[src/lir_pkg.sv]
// Shared types and constants for the linear interpolation resampler.
// Used by every module of the block; depends on nothing else.
`timescale 1ns / 1ps
`default_nettype none
package lir_pkg;

  localparam int SAMPLE_W      = 32;
  localparam int NARROW_W      = 16;
  localparam int STEP_W        = 23;
  localparam int CH_W          = 2;
  localparam int CFG_IDX_W     = 2;
  localparam int MAX_CHANNELS  = 2;
  localparam int FRAC_BITS_DEF = 16;
  localparam int QUEUE_DEPTH   = 2;

  // Register indexes on the configuration port.
  localparam logic [CFG_IDX_W-1:0] REG_PHASE_STEP    = 2'd0;
  localparam logic [CFG_IDX_W-1:0] REG_WIDE_SAMPLES  = 2'd1;
  localparam logic [CFG_IDX_W-1:0] REG_CHANNELS_USED = 2'd2;

  localparam logic [STEP_W-1:0] STEP_RESET     = 23'd65536;
  localparam logic [CH_W-1:0]   CHANNELS_RESET = 2'd2;

  // Settings the front end needs to classify a frame.
  typedef struct packed {
    logic wide;
    logic stereo;
  } front_cfg_t;

  // One classified frame, handed from the front end to the back end.
  typedef struct packed {
    logic signed [SAMPLE_W-1:0] cur_left;
    logic signed [SAMPLE_W-1:0] cur_right;
    logic signed [SAMPLE_W-1:0] prev_left;
    logic signed [SAMPLE_W-1:0] prev_right;
    logic                       interp;
    logic                       eos;
    logic                       stereo;
  } job_t;

endpackage
`default_nettype wire

[src/lir_front.sv]
// Front end: takes input frames, sign-extends and classifies them, and keeps
// the previous frame. Depends on lir_pkg.
`timescale 1ns / 1ps
`default_nettype none
module lir_front
  import lir_pkg::*;
(
  input  wire logic                clk,
  input  wire logic                rst_n,
  input  wire front_cfg_t          cfg,
  input  wire logic                in_tvalid,
  output logic                     in_tready,
  input  wire logic [2*SAMPLE_W-1:0] in_tdata,
  input  wire logic                in_tlast,
  input  wire logic                q_full,
  output logic                     push,
  output job_t                     push_job
);

  logic signed [SAMPLE_W-1:0] prev_left_r, prev_left_nxt;
  logic signed [SAMPLE_W-1:0] prev_right_r, prev_right_nxt;
  logic                       prev_valid_r, prev_valid_nxt;
  logic signed [SAMPLE_W-1:0] cur_left, cur_right;
  logic [SAMPLE_W-1:0]        raw_left, raw_right;

  assign in_tready = !q_full;
  assign push      = in_tvalid && in_tready;
  assign raw_left  = in_tdata[SAMPLE_W-1:0];
  assign raw_right = in_tdata[2*SAMPLE_W-1:SAMPLE_W];

  // Narrow mode uses only the low half of each sample, sign-extended.
  always_comb begin
    if (cfg.wide) begin
      cur_left  = $signed(raw_left);
      cur_right = $signed(raw_right);
    end else begin
      cur_left  = $signed({{(SAMPLE_W-NARROW_W){raw_left[NARROW_W-1]}},
                           raw_left[NARROW_W-1:0]});
      cur_right = $signed({{(SAMPLE_W-NARROW_W){raw_right[NARROW_W-1]}},
                           raw_right[NARROW_W-1:0]});
    end
    if (!cfg.stereo) begin
      cur_right = '0;
    end
  end

  // Build the request for the back end.
  always_comb begin
    push_job.cur_left   = cur_left;
    push_job.cur_right  = cur_right;
    push_job.prev_left  = prev_left_r;
    push_job.prev_right = prev_right_r;
    push_job.interp     = prev_valid_r;
    push_job.eos        = in_tlast;
    push_job.stereo     = cfg.stereo;
  end

  // An end-of-stream frame forgets the previous frame.
  always_comb begin
    prev_left_nxt  = prev_left_r;
    prev_right_nxt = prev_right_r;
    prev_valid_nxt = prev_valid_r;
    if (push) begin
      if (in_tlast) begin
        prev_left_nxt  = '0;
        prev_right_nxt = '0;
        prev_valid_nxt = 1'b0;
      end else begin
        prev_left_nxt  = cur_left;
        prev_right_nxt = cur_right;
        prev_valid_nxt = 1'b1;
      end
    end
  end

  always_ff @(posedge clk) begin
    if (!rst_n) begin
      prev_left_r  <= '0;
      prev_right_r <= '0;
      prev_valid_r <= 1'b0;
    end else begin
      prev_left_r  <= prev_left_nxt;
      prev_right_r <= prev_right_nxt;
      prev_valid_r <= prev_valid_nxt;
    end
  end

endmodule
`default_nettype wire

[src/lir_queue.sv]
// Short first-in first-out queue of classified frames between front and back.
// Depends on lir_pkg.
`timescale 1ns / 1ps
`default_nettype none
module lir_queue
  import lir_pkg::*;
(
  input  wire logic clk,
  input  wire logic rst_n,
  input  wire logic push,
  input  wire job_t push_job,
  output logic      full,
  input  wire logic pop,
  output job_t      pop_job,
  output logic      empty
);

  localparam int PTR_W = (QUEUE_DEPTH > 1) ? $clog2(QUEUE_DEPTH) : 1;
  localparam int CNT_W = $clog2(QUEUE_DEPTH + 1);
  localparam logic [PTR_W-1:0] LAST_PTR = PTR_W'(QUEUE_DEPTH - 1);
  localparam logic [CNT_W-1:0] FULL_CNT = CNT_W'(QUEUE_DEPTH);

  job_t             mem_r [QUEUE_DEPTH];
  logic [PTR_W-1:0] wr_ptr_r, wr_ptr_nxt;
  logic [PTR_W-1:0] rd_ptr_r, rd_ptr_nxt;
  logic [CNT_W-1:0] count_r, count_nxt;
  logic             do_push, do_pop;

  assign full    = (count_r == FULL_CNT);
  assign empty   = (count_r == '0);
  assign do_push = push && !full;
  assign do_pop  = pop && !empty;
  assign pop_job = mem_r[rd_ptr_r];

  // Pointers wrap at the depth, which need not be a power of two.
  always_comb begin
    wr_ptr_nxt = wr_ptr_r;
    rd_ptr_nxt = rd_ptr_r;
    count_nxt  = count_r;
    if (do_push) begin
      wr_ptr_nxt = (wr_ptr_r == LAST_PTR) ? '0 : wr_ptr_r + 1'b1;
    end
    if (do_pop) begin
      rd_ptr_nxt = (rd_ptr_r == LAST_PTR) ? '0 : rd_ptr_r + 1'b1;
    end
    if (do_push && !do_pop) begin
      count_nxt = count_r + 1'b1;
    end else if (do_pop && !do_push) begin
      count_nxt = count_r - 1'b1;
    end
  end

  always_ff @(posedge clk) begin
    if (!rst_n) begin
      wr_ptr_r <= '0;
      rd_ptr_r <= '0;
      count_r  <= '0;
    end else begin
      wr_ptr_r <= wr_ptr_nxt;
      rd_ptr_r <= rd_ptr_nxt;
      count_r  <= count_nxt;
    end
  end

  // Storage needs no reset; the count says what is valid.
  always_ff @(posedge clk) begin
    if (do_push) begin
      mem_r[wr_ptr_r] <= push_job;
    end
  end

endmodule
`default_nettype wire

[src/lir_back.sv]
// Back end: owns the phase, walks the outputs of one frame at a time and
// holds each result until it is taken. Depends on lir_pkg.
`timescale 1ns / 1ps
`default_nettype none
module lir_back
  import lir_pkg::*;
#(
  parameter int FRAC_BITS = FRAC_BITS_DEF
) (
  input  wire logic                  clk,
  input  wire logic                  rst_n,
  input  wire logic [STEP_W-1:0]     phase_step,
  input  wire logic                  q_empty,
  input  wire job_t                  q_job,
  output logic                       pop,
  output logic                       out_tvalid,
  input  wire logic                  out_tready,
  output logic [2*SAMPLE_W-1:0]      out_tdata,
  output logic                       out_tlast
);

  localparam int PH_W   = ((STEP_W > FRAC_BITS) ? STEP_W : FRAC_BITS) + 1;
  localparam int DIFF_W = SAMPLE_W + 1;
  localparam int PROD_W = DIFF_W + FRAC_BITS + 1;
  localparam logic [PH_W-1:0] ONE      = PH_W'(1) << FRAC_BITS;
  localparam logic [PH_W-1:0] MIN_STEP = ONE >> 2;

  localparam logic [1:0] B_IDLE = 2'd0;
  localparam logic [1:0] B_EVAL = 2'd1;
  localparam logic [1:0] B_SUM  = 2'd2;
  localparam logic [1:0] B_OUT  = 2'd3;

  logic [1:0]                 state_r, state_nxt;
  logic [PH_W-1:0]            phase_r, phase_nxt;
  job_t                       job_r, job_nxt;
  logic signed [DIFF_W-1:0]   diff_left_r, diff_left_nxt;
  logic signed [DIFF_W-1:0]   diff_right_r, diff_right_nxt;
  logic signed [PROD_W-1:0]   prod_left_r, prod_left_nxt;
  logic signed [PROD_W-1:0]   prod_right_r, prod_right_nxt;
  logic signed [SAMPLE_W-1:0] out_left_r, out_left_nxt;
  logic signed [SAMPLE_W-1:0] out_right_r, out_right_nxt;
  logic                       last_r, last_nxt;

  logic [PH_W-1:0]            step_ext, step_eff, nphase, nphase_m1;
  logic signed [FRAC_BITS:0]  frac;
  logic signed [PROD_W-1:0]   shift_left, shift_right;
  logic                       last_interp, last_copy;

  // Steps below a quarter frame are raised to a quarter frame.
  assign step_ext  = PH_W'(phase_step);
  assign step_eff  = (step_ext < MIN_STEP) ? MIN_STEP : step_ext;
  assign nphase    = phase_r + step_eff;
  assign nphase_m1 = nphase - ONE;

  // An interpolated output is the last of its frame unless another phase
  // follows in this interval or the end-of-stream copies add more.
  assign last_interp = (nphase >= ONE) && !(job_r.eos && (nphase_m1 < ONE));
  assign last_copy   = (nphase >= ONE);

  // Full-width products; registered before the final add.
  assign frac           = $signed({1'b0, phase_r[FRAC_BITS-1:0]});
  assign prod_left_nxt  = diff_left_r * frac;
  assign prod_right_nxt = diff_right_r * frac;
  assign shift_left     = prod_left_r >>> FRAC_BITS;
  assign shift_right    = prod_right_r >>> FRAC_BITS;

  assign pop        = (state_r == B_IDLE) && !q_empty;
  assign out_tvalid = (state_r == B_OUT);
  assign out_tdata  = {out_right_r, out_left_r};
  assign out_tlast  = last_r;

  // Output sequencer.
  always_comb begin
    state_nxt      = state_r;
    phase_nxt      = phase_r;
    job_nxt        = job_r;
    diff_left_nxt  = diff_left_r;
    diff_right_nxt = diff_right_r;
    out_left_nxt   = out_left_r;
    out_right_nxt  = out_right_r;
    last_nxt       = last_r;
    case (state_r)
      B_IDLE: begin
        if (!q_empty) begin
          job_nxt        = q_job;
          diff_left_nxt  = $signed({q_job.cur_left[SAMPLE_W-1], q_job.cur_left})
                         - $signed({q_job.prev_left[SAMPLE_W-1], q_job.prev_left});
          diff_right_nxt = $signed({q_job.cur_right[SAMPLE_W-1], q_job.cur_right})
                         - $signed({q_job.prev_right[SAMPLE_W-1], q_job.prev_right});
          state_nxt      = B_EVAL;
        end
      end
      B_EVAL: begin
        if (job_r.interp) begin
          if (phase_r < ONE) begin
            // Products are taken this cycle with the current phase.
            last_nxt  = last_interp;
            phase_nxt = nphase;
            state_nxt = B_SUM;
          end else begin
            phase_nxt = phase_r - ONE;
            if (job_r.eos) begin
              job_nxt.interp = 1'b0;
            end else begin
              state_nxt = B_IDLE;
            end
          end
        end else if (job_r.eos && (phase_r < ONE)) begin
          // End-of-stream copies of the current frame.
          out_left_nxt  = job_r.cur_left;
          out_right_nxt = job_r.cur_right;
          last_nxt      = last_copy;
          phase_nxt     = nphase;
          state_nxt     = B_OUT;
        end else begin
          if (job_r.eos) begin
            phase_nxt = '0;
          end
          state_nxt = B_IDLE;
        end
      end
      B_SUM: begin
        out_left_nxt = job_r.prev_left + shift_left[SAMPLE_W-1:0];
        if (job_r.stereo) begin
          out_right_nxt = job_r.prev_right + shift_right[SAMPLE_W-1:0];
        end else begin
          out_right_nxt = '0;
        end
        state_nxt = B_OUT;
      end
      B_OUT: begin
        if (out_tready) begin
          state_nxt = B_EVAL;
        end
      end
      default: begin
        state_nxt = B_IDLE;
      end
    endcase
  end

  always_ff @(posedge clk) begin
    if (!rst_n) begin
      state_r <= B_IDLE;
      phase_r <= '0;
    end else begin
      state_r <= state_nxt;
      phase_r <= phase_nxt;
    end
  end

  always_ff @(posedge clk) begin
    job_r        <= job_nxt;
    diff_left_r  <= diff_left_nxt;
    diff_right_r <= diff_right_nxt;
    prod_left_r  <= prod_left_nxt;
    prod_right_r <= prod_right_nxt;
    out_left_r   <= out_left_nxt;
    out_right_r  <= out_right_nxt;
    last_r       <= last_nxt;
  end

endmodule
`default_nettype wire

[src/linear_interp_resampler.sv]
// Linear interpolation resampler: each interpolated output of a frame passes
// through the output sequencer's evaluate, sum and output states in turn;
// end-of-stream copies go from evaluate straight to output.
// A two-entry queue lets frames be taken while a result waits.
// Synchronous active-low reset clears the phase, previous frame and queue.
`timescale 1ns / 1ps
`default_nettype none
module linear_interp_resampler
  import lir_pkg::*;
#(
  parameter int FRAC_BITS = FRAC_BITS_DEF
) (
  input  wire logic                   clk,
  input  wire logic                   rst_n,
  input  wire logic                   in_tvalid,
  output logic                        in_tready,
  // sample_left [31:0], sample_right [63:32]
  input  wire logic [2*SAMPLE_W-1:0]  in_tdata,
  // end_of_stream
  input  wire logic                   in_tlast,
  output logic                        out_tvalid,
  input  wire logic                   out_tready,
  // out_left [31:0], out_right [63:32]
  output logic [2*SAMPLE_W-1:0]       out_tdata,
  // last_of_run
  output logic                        out_tlast,
  input  wire logic                   cfg_valid,
  output logic                        cfg_ready,
  input  wire logic [CFG_IDX_W-1:0]   cfg_index,
  input  wire logic [STEP_W-1:0]      cfg_data
);

  logic [STEP_W-1:0] phase_step_r;
  logic              wide_r;
  logic [CH_W-1:0]   channels_r;
  front_cfg_t        front_cfg;
  logic              push, q_full, q_empty, pop;
  job_t              push_job, pop_job;

  assign cfg_ready        = 1'b1;
  assign front_cfg.wide   = wide_r;
  assign front_cfg.stereo = (channels_r >= 2'd2) && (MAX_CHANNELS >= 2);

  // Configuration registers; writes beyond the list are ignored.
  always_ff @(posedge clk) begin
    if (!rst_n) begin
      phase_step_r <= STEP_RESET;
      wide_r       <= 1'b0;
      channels_r   <= CHANNELS_RESET;
    end else if (cfg_valid && cfg_ready) begin
      case (cfg_index)
        REG_PHASE_STEP:    phase_step_r <= cfg_data;
        REG_WIDE_SAMPLES:  wide_r       <= cfg_data[0];
        REG_CHANNELS_USED: channels_r   <= cfg_data[CH_W-1:0];
        default: begin
        end
      endcase
    end
  end

  lir_front u_front (
    .clk       (clk),
    .rst_n     (rst_n),
    .cfg       (front_cfg),
    .in_tvalid (in_tvalid),
    .in_tready (in_tready),
    .in_tdata  (in_tdata),
    .in_tlast  (in_tlast),
    .q_full    (q_full),
    .push      (push),
    .push_job  (push_job)
  );

  lir_queue u_queue (
    .clk      (clk),
    .rst_n    (rst_n),
    .push     (push),
    .push_job (push_job),
    .full     (q_full),
    .pop      (pop),
    .pop_job  (pop_job),
    .empty    (q_empty)
  );

  lir_back #(
    .FRAC_BITS (FRAC_BITS)
  ) u_back (
    .clk        (clk),
    .rst_n      (rst_n),
    .phase_step (phase_step_r),
    .q_empty    (q_empty),
    .q_job      (pop_job),
    .pop        (pop),
    .out_tvalid (out_tvalid),
    .out_tready (out_tready),
    .out_tdata  (out_tdata),
    .out_tlast  (out_tlast)
  );

endmodule
`default_nettype wire

[config.mk]
export PLATFORM = sky130hd
export DESIGN_NAME = linear_interp_resampler
export DESIGN_NICKNAME = d
export VERILOG_FILES = /design/src/lir_pkg.sv /design/src/lir_front.sv /design/src/lir_queue.sv /design/src/lir_back.sv /design/src/linear_interp_resampler.sv
export SDC_FILE = /design/constraint.sdc
export NUM_CORES = 2
export LEC_CHECK = 0
export ABC_CLOCK_PERIOD_IN_PS = 10750
export BUFFER_PORTS_ARGS = -buffer_cell sky130_fd_sc_hd__buf_2
export CAP_MARGIN = 10
export CORE_UTILIZATION = 54
export CTS_BUF_LIST = sky130_fd_sc_hd__clkbuf_4
export CTS_CLUSTER_SIZE = 10
export DETAILED_ROUTE_END_ITERATION = 16
export GPL_ROUTABILITY_DRIVEN = 0
export PLACE_DENSITY_LB_ADDON = 0.1
export REMOVE_ABC_BUFFERS = 1
export SKIP_CTS_REPAIR_TIMING = 1
export SLEW_MARGIN = 10
export SYNTH_ARGS = -nofsm -noshare
export SYNTH_HDL_FRONTEND = slang
export SYNTH_SLANG_ARGS = --single-unit
[constraint.sdc]
create_clock -name clk -period 10.75 [get_ports clk]
set_input_delay 0.5375 -clock clk [delete_from_list [all_inputs] [get_ports clk]]
set_output_delay 0.5375 -clock clk [all_outputs]
set_load 0.005 [all_outputs]
After elaboration in Yosys (flattened, before gate mapping)
Memories as Yosys holds them, arrays and structs flattened. A register that Yosys moved wholly into a read port is not among the register bits.
Cells that the tools add are included.
{"block": "totals", "wordCells": 129, "mem_bits_rw": 262, "in_bits": 95, "reg_bits": 479, "memories": 1}
{"block": "op_classes", "n_reduce_logical": 31, "n_addsub": 11, "n_bitwise": 1, "magnitude_cmp": 5, "eq_ne": 12, "n_mul": 2, "mux": 41}
{"name": "u_queue.mem_r", "words": 2, "word_bits": 131, "read_ports": 1, "rd_ports_with_merged_regs": 1, "write_ports": 1, "line": "lir_queue.sv:23", "rtl": "job_t mem_r [QUEUE_DEPTH];"}
{"op": "32-bit 2-to-1 mux", "count": 10}
{"op": "32-bit case mux with 2 select lines", "count": 2}
{"op": "33-bit by 17-bit multiplier with 48-bit output", "count": 2}
{"op": "24-bit 2-to-1 mux", "count": 4}
{"op": "32-bit by 32-bit subtractor with 33-bit output", "count": 2}
{"op": "32-bit adder", "count": 2}
{"op": "24-bit by 17-bit less-than comparator with 1-bit output, second input constant", "count": 2}
{"op": "24-bit by 17-bit subtractor with 24-bit output, second input constant", "count": 2}
{"op": "24-bit adder", "count": 1}
{"op": "24-bit by 17-bit greater-or-equal comparator with 1-bit output, second input constant", "count": 1}
{"op": "23-bit by 15-bit less-than comparator with 1-bit output, second input constant", "count": 1}
{"op": "23-bit 2-to-1 mux", "count": 1}
{"op": "2-bit 2-to-1 mux", "count": 8}
{"op": "1-bit 2-to-1 mux", "count": 13}
{"op": "2-bit AND reduction", "count": 6}
{"op": "1-bit logical AND", "count": 9}
{"op": "3-bit AND reduction", "count": 3}
{"op": "2-bit equality test, second input constant", "count": 4}
{"op": "2-bit case mux with 4 select lines", "count": 1}
{"op": "2-bit nonzero test", "count": 4}
{"op": "2-bit zero test", "count": 3}
{"op": "2-bit inequality test, second input constant", "count": 3}
{"op": "1-bit zero test", "count": 5}
{"op": "2-bit by 1-bit equality test with 1-bit output, second input constant", "count": 2}
{"op": "other kinds (10)", "count": 12}

Longest topological paths before layout
{"block": "depth", "depth_word": 10, "mapped_depth": 27}

Hierarchy
A second synthesis with hierarchy kept.
{"block": "unflattened", "hier_cells": 6527, "hier_area_um2": 67594.8}
{"module": "lir_back", "instances": 1, "seq_area_each_um2": 9669.3, "area_each_um2": 53377.4, "cells_each": 5650}
{"module": "lir_queue", "instances": 1, "seq_area_each_um2": 7967.6, "area_each_um2": 10062.2, "cells_each": 433}
{"module": "lir_front", "instances": 1, "seq_area_each_um2": 1301.2, "area_each_um2": 3116.7, "cells_each": 332}
{"module": "linear_interp_resampler", "instances": 1, "seq_area_each_um2": 500.5, "area_each_um2": 1038.5, "cells_each": 112}

Worst setup path before layout
Ideal clock, no wire load.
{"block": "synth_timing", "path_kind": "register to register", "startpoint": "reg u_queue.count_r[0]", "endpoint": "mem u_queue.mem_r[0][0] in the netlist's numbering, enable pin", "arrival_time_ps": 6565, "path_slack_ps": 3560, "setup_time_ps": 625, "period_less_slack_ps": 7190, "stages_incl_launch_ff": 6, "n_path_buf": 2, "cell_sequence": "dfxtp_1 -> nand2b_1 -> nand2_1 -> clkbuf_1 -> clkbuf_1 -> nor2_1"}
{"block": "synth_via", "elab_chain_cells": 6}
{"item": "from (decl)", "line": "lir_queue.sv:26", "rtl": "logic [CNT_W-1:0] count_r, count_nxt;"}
{"item": "from (signal assigned)", "line": "lir_queue.sv:61", "rtl": "count_r <= count_nxt;"}
{"item": "2-bit equality test *", "line": "lir_queue.sv:29", "rtl": "assign full = (count_r == FULL_CNT);"}
{"item": "1-bit zero test *", "line": "lir_front.sv:26", "rtl": "assign in_tready = !q_full;"}
{"item": "via in_tready", "line": "linear_interp_resampler.sv:16", "rtl": "output logic in_tready,"}
{"item": "1-bit logical AND", "line": "lir_front.sv:27", "rtl": "assign push = in_tvalid && in_tready;"}
{"item": "1-bit logical AND *", "line": "lir_queue.sv:31", "rtl": "assign do_push = push && !full;"}
{"item": "1-bit 2-to-1 mux *", "line": "lir_queue.sv:67", "rtl": "if (do_push) begin"}
{"item": "1-bit 2-to-1 mux (not written as such) *", "line": "lir_queue.sv:68", "rtl": "mem_r[wr_ptr_r] <= push_job;"}
{"item": "to (decl)", "line": "lir_queue.sv:23"}
Mark *: on every way through the listed nets, which the timed path passes. The rest lies on a longest branch.

Final worst setup path
{"block": "layout_timing", "startpoint": "reg u_back.phase_r[7]", "endpoint": "reg u_back.prod_left_r[47]"}
{"block": "layout_via", "elab_chain_cells": 1}
{"item": "from (decl)", "line": "lir_back.sv:34", "rtl": "logic [PH_W-1:0] phase_r, phase_nxt;"}
{"item": "from (signal assigned)", "line": "lir_back.sv:148", "rtl": "phase_r <= phase_nxt;"}
{"item": "33-bit by 17-bit multiplier with 48-bit output", "line": "lir_back.sv:62", "rtl": "assign prod_left_nxt = diff_left_r * frac;"}
{"item": "via u_back.prod_left_nxt[47]", "line": "lir_back.sv:38", "rtl": "logic signed [PROD_W-1:0] prod_left_r, prod_left_nxt;"}
{"item": "to (signal assigned)", "line": "lir_back.sv:156", "rtl": "prod_left_r <= prod_left_nxt;"}
{"item": "to (decl)", "line": "lir_back.sv:38"}
The timed path passes the listed nets, and every way through them passes these cells.
A chain may end at the register's enable or synchronous reset.

==> impl_metrics.csv <==
group,metric,value,unit
logic_synthesis,synth_cell_types,86,
worst_hold_path,hold_class,"in2reg",
final_layout,nets,8244,
floorplanning,fp.dieH,353.8,um
routing,drc,0,
global_routing,grt_pass1_wl,265200,um
logic_synthesis,ys.flop_type,"edfxtp_1",
global_routing,antenna_found_initial,11,
placement,place.port_buffers,161,
clocking,cts_buffers,192,
routing,wl_met3,10690,um
logic_synthesis,yosys.area.top_type,"fa_1",
routing,top_layer_used,"met5",
status,violations,"hold timing",
floorplanning,num_rows,128,
pwr,leakagePower,33.65,nW
logic_synthesis,ys_seq_elements,709,
final_layout,layout-drive-gt1-share,0.09832,
logic_synthesis,syn_avg_cell_area,10.23,um^2
clocking,worstSkewPairLatency,1.29,ns
logic_synthesis,synth_edf_count,524,
clocking,htree_num_levels,4,
logic_synthesis,ys_top_cells_by_area,"fa_1 29%, edfxtp_1 24%, inv_1 7.3%, ha_1 7.1%, dfxtp_1 5.5%",
logic_synthesis,yosys_warnings,0,
logic_synthesis,ys_seq_area_frac,0.2908,
final_layout,final_cell_mix,"1,301 x inv_1, 983 x fa_1, 852 x nand2_1",
sta,worst_pin_slew,1.118,ns
sta,slew_violations,0,
floorplanning,dieArea,125200,um^2
routing,routed_wl,167300,um
worst_hold_path,whs_path_depth,4,
logic_synthesis,syn_area,66850,um^2
worst_hold_path,min_from,"in_tlast",
pwr,peakVddDrop,0.1800,mV
floorplanning,die_w,353.8,um
final_layout,syn_to_final_growth,9.177,%
routing,detailroute.via_count,46130,
setup_path,critPathCaptureType,"register",
setup_path,required,11.93,ns
routing,wl_met1,70420,um
global_routing,grt_max_degree,86,
pwr,total_power,0.01278,W
sta,rsz0062_at_grt,"no",
routing,wl_met2,82250,um
sta,finalClockSkew,0.1111,ns
clocking,clkSinkCount,709,
sta,setup_viol,0,
setup_path,startpoint_type,"register",
clocking,clockBufferDepth,3,
floorplanning,io_pins,163,
setup_path,worstSetupPathType,"reg2reg",
logic_synthesis,yosys.area.top_type_share,0.2944,
setup_path,rr_startpoint,"u_back.phase_r[7]",
sta,layout_min_cycle_time,7.608,ns
clocking,clockRootBuffer,"clkbuf_4",
setup_path,ff2ff_path_depth,23,
setup_path,r2r-end,"u_back.prod_left_r[47]",
global_routing,grt_pass1_vias,48410,
floorplanning,start_util,0.5463,
floorplanning,core,122400,um^2
sta,finalHoldViolCount,2,
job,maxCapViolations,0,
setup_path,cp_data_arrival_time,8.79,ns
final_layout,fin_area,72980,um^2
routing,drt_iter0_markers,2988,
placement,dp_cells,8101,
sta,max_slew_margin,0.2446,
routing,dr.pass1.iters,5,
pwr,powerDensity,175.1,nW/um^2
final_layout,final_common_cell,"inv_1",
setup_path,ff2ff_setup_slack,3.14,ns
sta,period_share,0.7077,
routing,routedWlPerCell,19.47,um
clocking,clk_pin_slew,0.07,ns
final_layout,fin_cells,8592,
setup_path,crit_fanout,37,
logic_synthesis,synth_cells,6535,
global_routing,grt_overflow,0,
status,status,"finished, violations left",
routing,drtAntennaViolNets,0,
global_routing,grt.total_usage,0.2745,
final_layout,fillCellCount,10550,
sta,whs,-0.0007564,ns
placement,dpl_cell_area,69170,um^2
placement,dp_hpwl,122100,um
worst_hold_path,min_to,"u_front.prev_right_r[13]",
routing,viasPerCell,5.369,
sta,setup_tns,0,ns
logic_synthesis,ys_async_sr_fraction,0,
clocking,cts_tree,"yes",
sta,fmax,131.4,MHz
setup_path,worstSetupStartpoint,"u_back.phase_r[7]",
where the power goes:
part           internal, W  total, W  switching [W]
Combinational      0.00199   0.00524        0.00325
Sequential         0.00403   0.00499       0.000959
Clock              0.00133   0.00255        0.00122
Total              0.00735    0.0128        0.00543
logic make-up (layout without fill, tap and decap cells):
group | after synthesis | count (layout) | synth area share
AOI/OAI and AO/OA | 733 | 733 | 0.07236
xor gates and xnor gates | 198 | 198 | 0.02594
adders and majority gates | 1362 | 1362 | 0.3653
buffers and inverters | 1581 | 1993 | 0.08885
DFF | 709 | 709 | 0.2908
muxes | 160 | 160 | 0.02559
other | 1 | 21 | 0.00005610
and+or+nand+nor | 1791 | 1791 | 0.1311
synth_stat cells, drive strengths merged, types with 43 or more instances:
cell type,n
inv,1303
fa,983
nand2,853
edfxtp,524
and2,413
ha,379
clkbuf,273
a21oi,228
dfxtp,185
xnor2,143
nor2b,134
nor2,131
o21ai,117
mux2,87
a21o,78
mux2i,73
xor2,55
nor3b,52
nor3,45
nand3,43
critical path, cell delays in order, from the launching register on:
cell      delay [ns]
dfxtp_2         0.76
buf_4           0.48
and2_1          0.22
fa_1            0.42
inv_1           0.08
fa_1            0.44
fa_1            0.51
inv_1           0.06
fa_1            0.50
fa_1            0.50
inv_1           0.05
fa_1            0.48
inv_1           0.04
ha_1            0.32
a211oi_1        0.37
o21ai_0         0.21
o41ai_1         0.27
a31o_2          0.27
nor3_1          0.08
a311o_1         0.40
o221a_2         0.31
and4_1          0.22
nor4_1          0.34
xnor2_1         0.16
sequential cells by signal (all words and copies together), names as in the netlist, 33 cells and up, named ones only:
name and count:
u_back.diff_left_r 33, u_back.diff_right_r 33, u_back.job_r 131, u_queue.mem_r 262
area by class of cell:
type	instances	area, um^2	share of cell area
multi-input cells	4245	41510	0.5688
clock inverters	60	382.9	0.005246
well taps	1625	2033	0.02786
flip-flops and latches	709	19470	0.2668
inverters	1303	4898	0.06712
diodes	20	50.05	0.0006858
repair buffers	336	2427	0.03326
clock buffers	294	2207	0.03024
how the worst max path moves through the flow:
stage / slack, ns / depth (start not counted) / end
2_1_floorplan: 2.08 / 3 / u_queue.mem_r[0][0]
3_3_place_gp: 3.40 / 22 / u_back.prod_right_r[42]
3_5_place_dp: 3.18 / 22 / u_back.prod_right_r[42]
4_1_cts: 3.17 / 22 / u_back.prod_right_r[42]
5_1_grt: 2.74 / 22 / u_back.prod_right_r[42]
6_report: 3.14 / 23 / u_back.prod_left_r[47]
routing by layer:
layer,global-route usage,vias to the layer above
met4,0.08710,6
met1,0.3614,23350
li1,-,21210
met3,0.04969,248
met2,0.4606,1315
met5,0,-
per-stage QoR:
stage          utilization  setup WS (ns)
2_1_floorplan            -          2.083
3_3_place_gp        0.5653          3.397
3_5_place_dp        0.5653          3.181
4_1_cts             0.5865          3.165
5_1_grt             0.5962          2.744
6_report            0.5965          3.142
(Power assumes the default switching activity.)
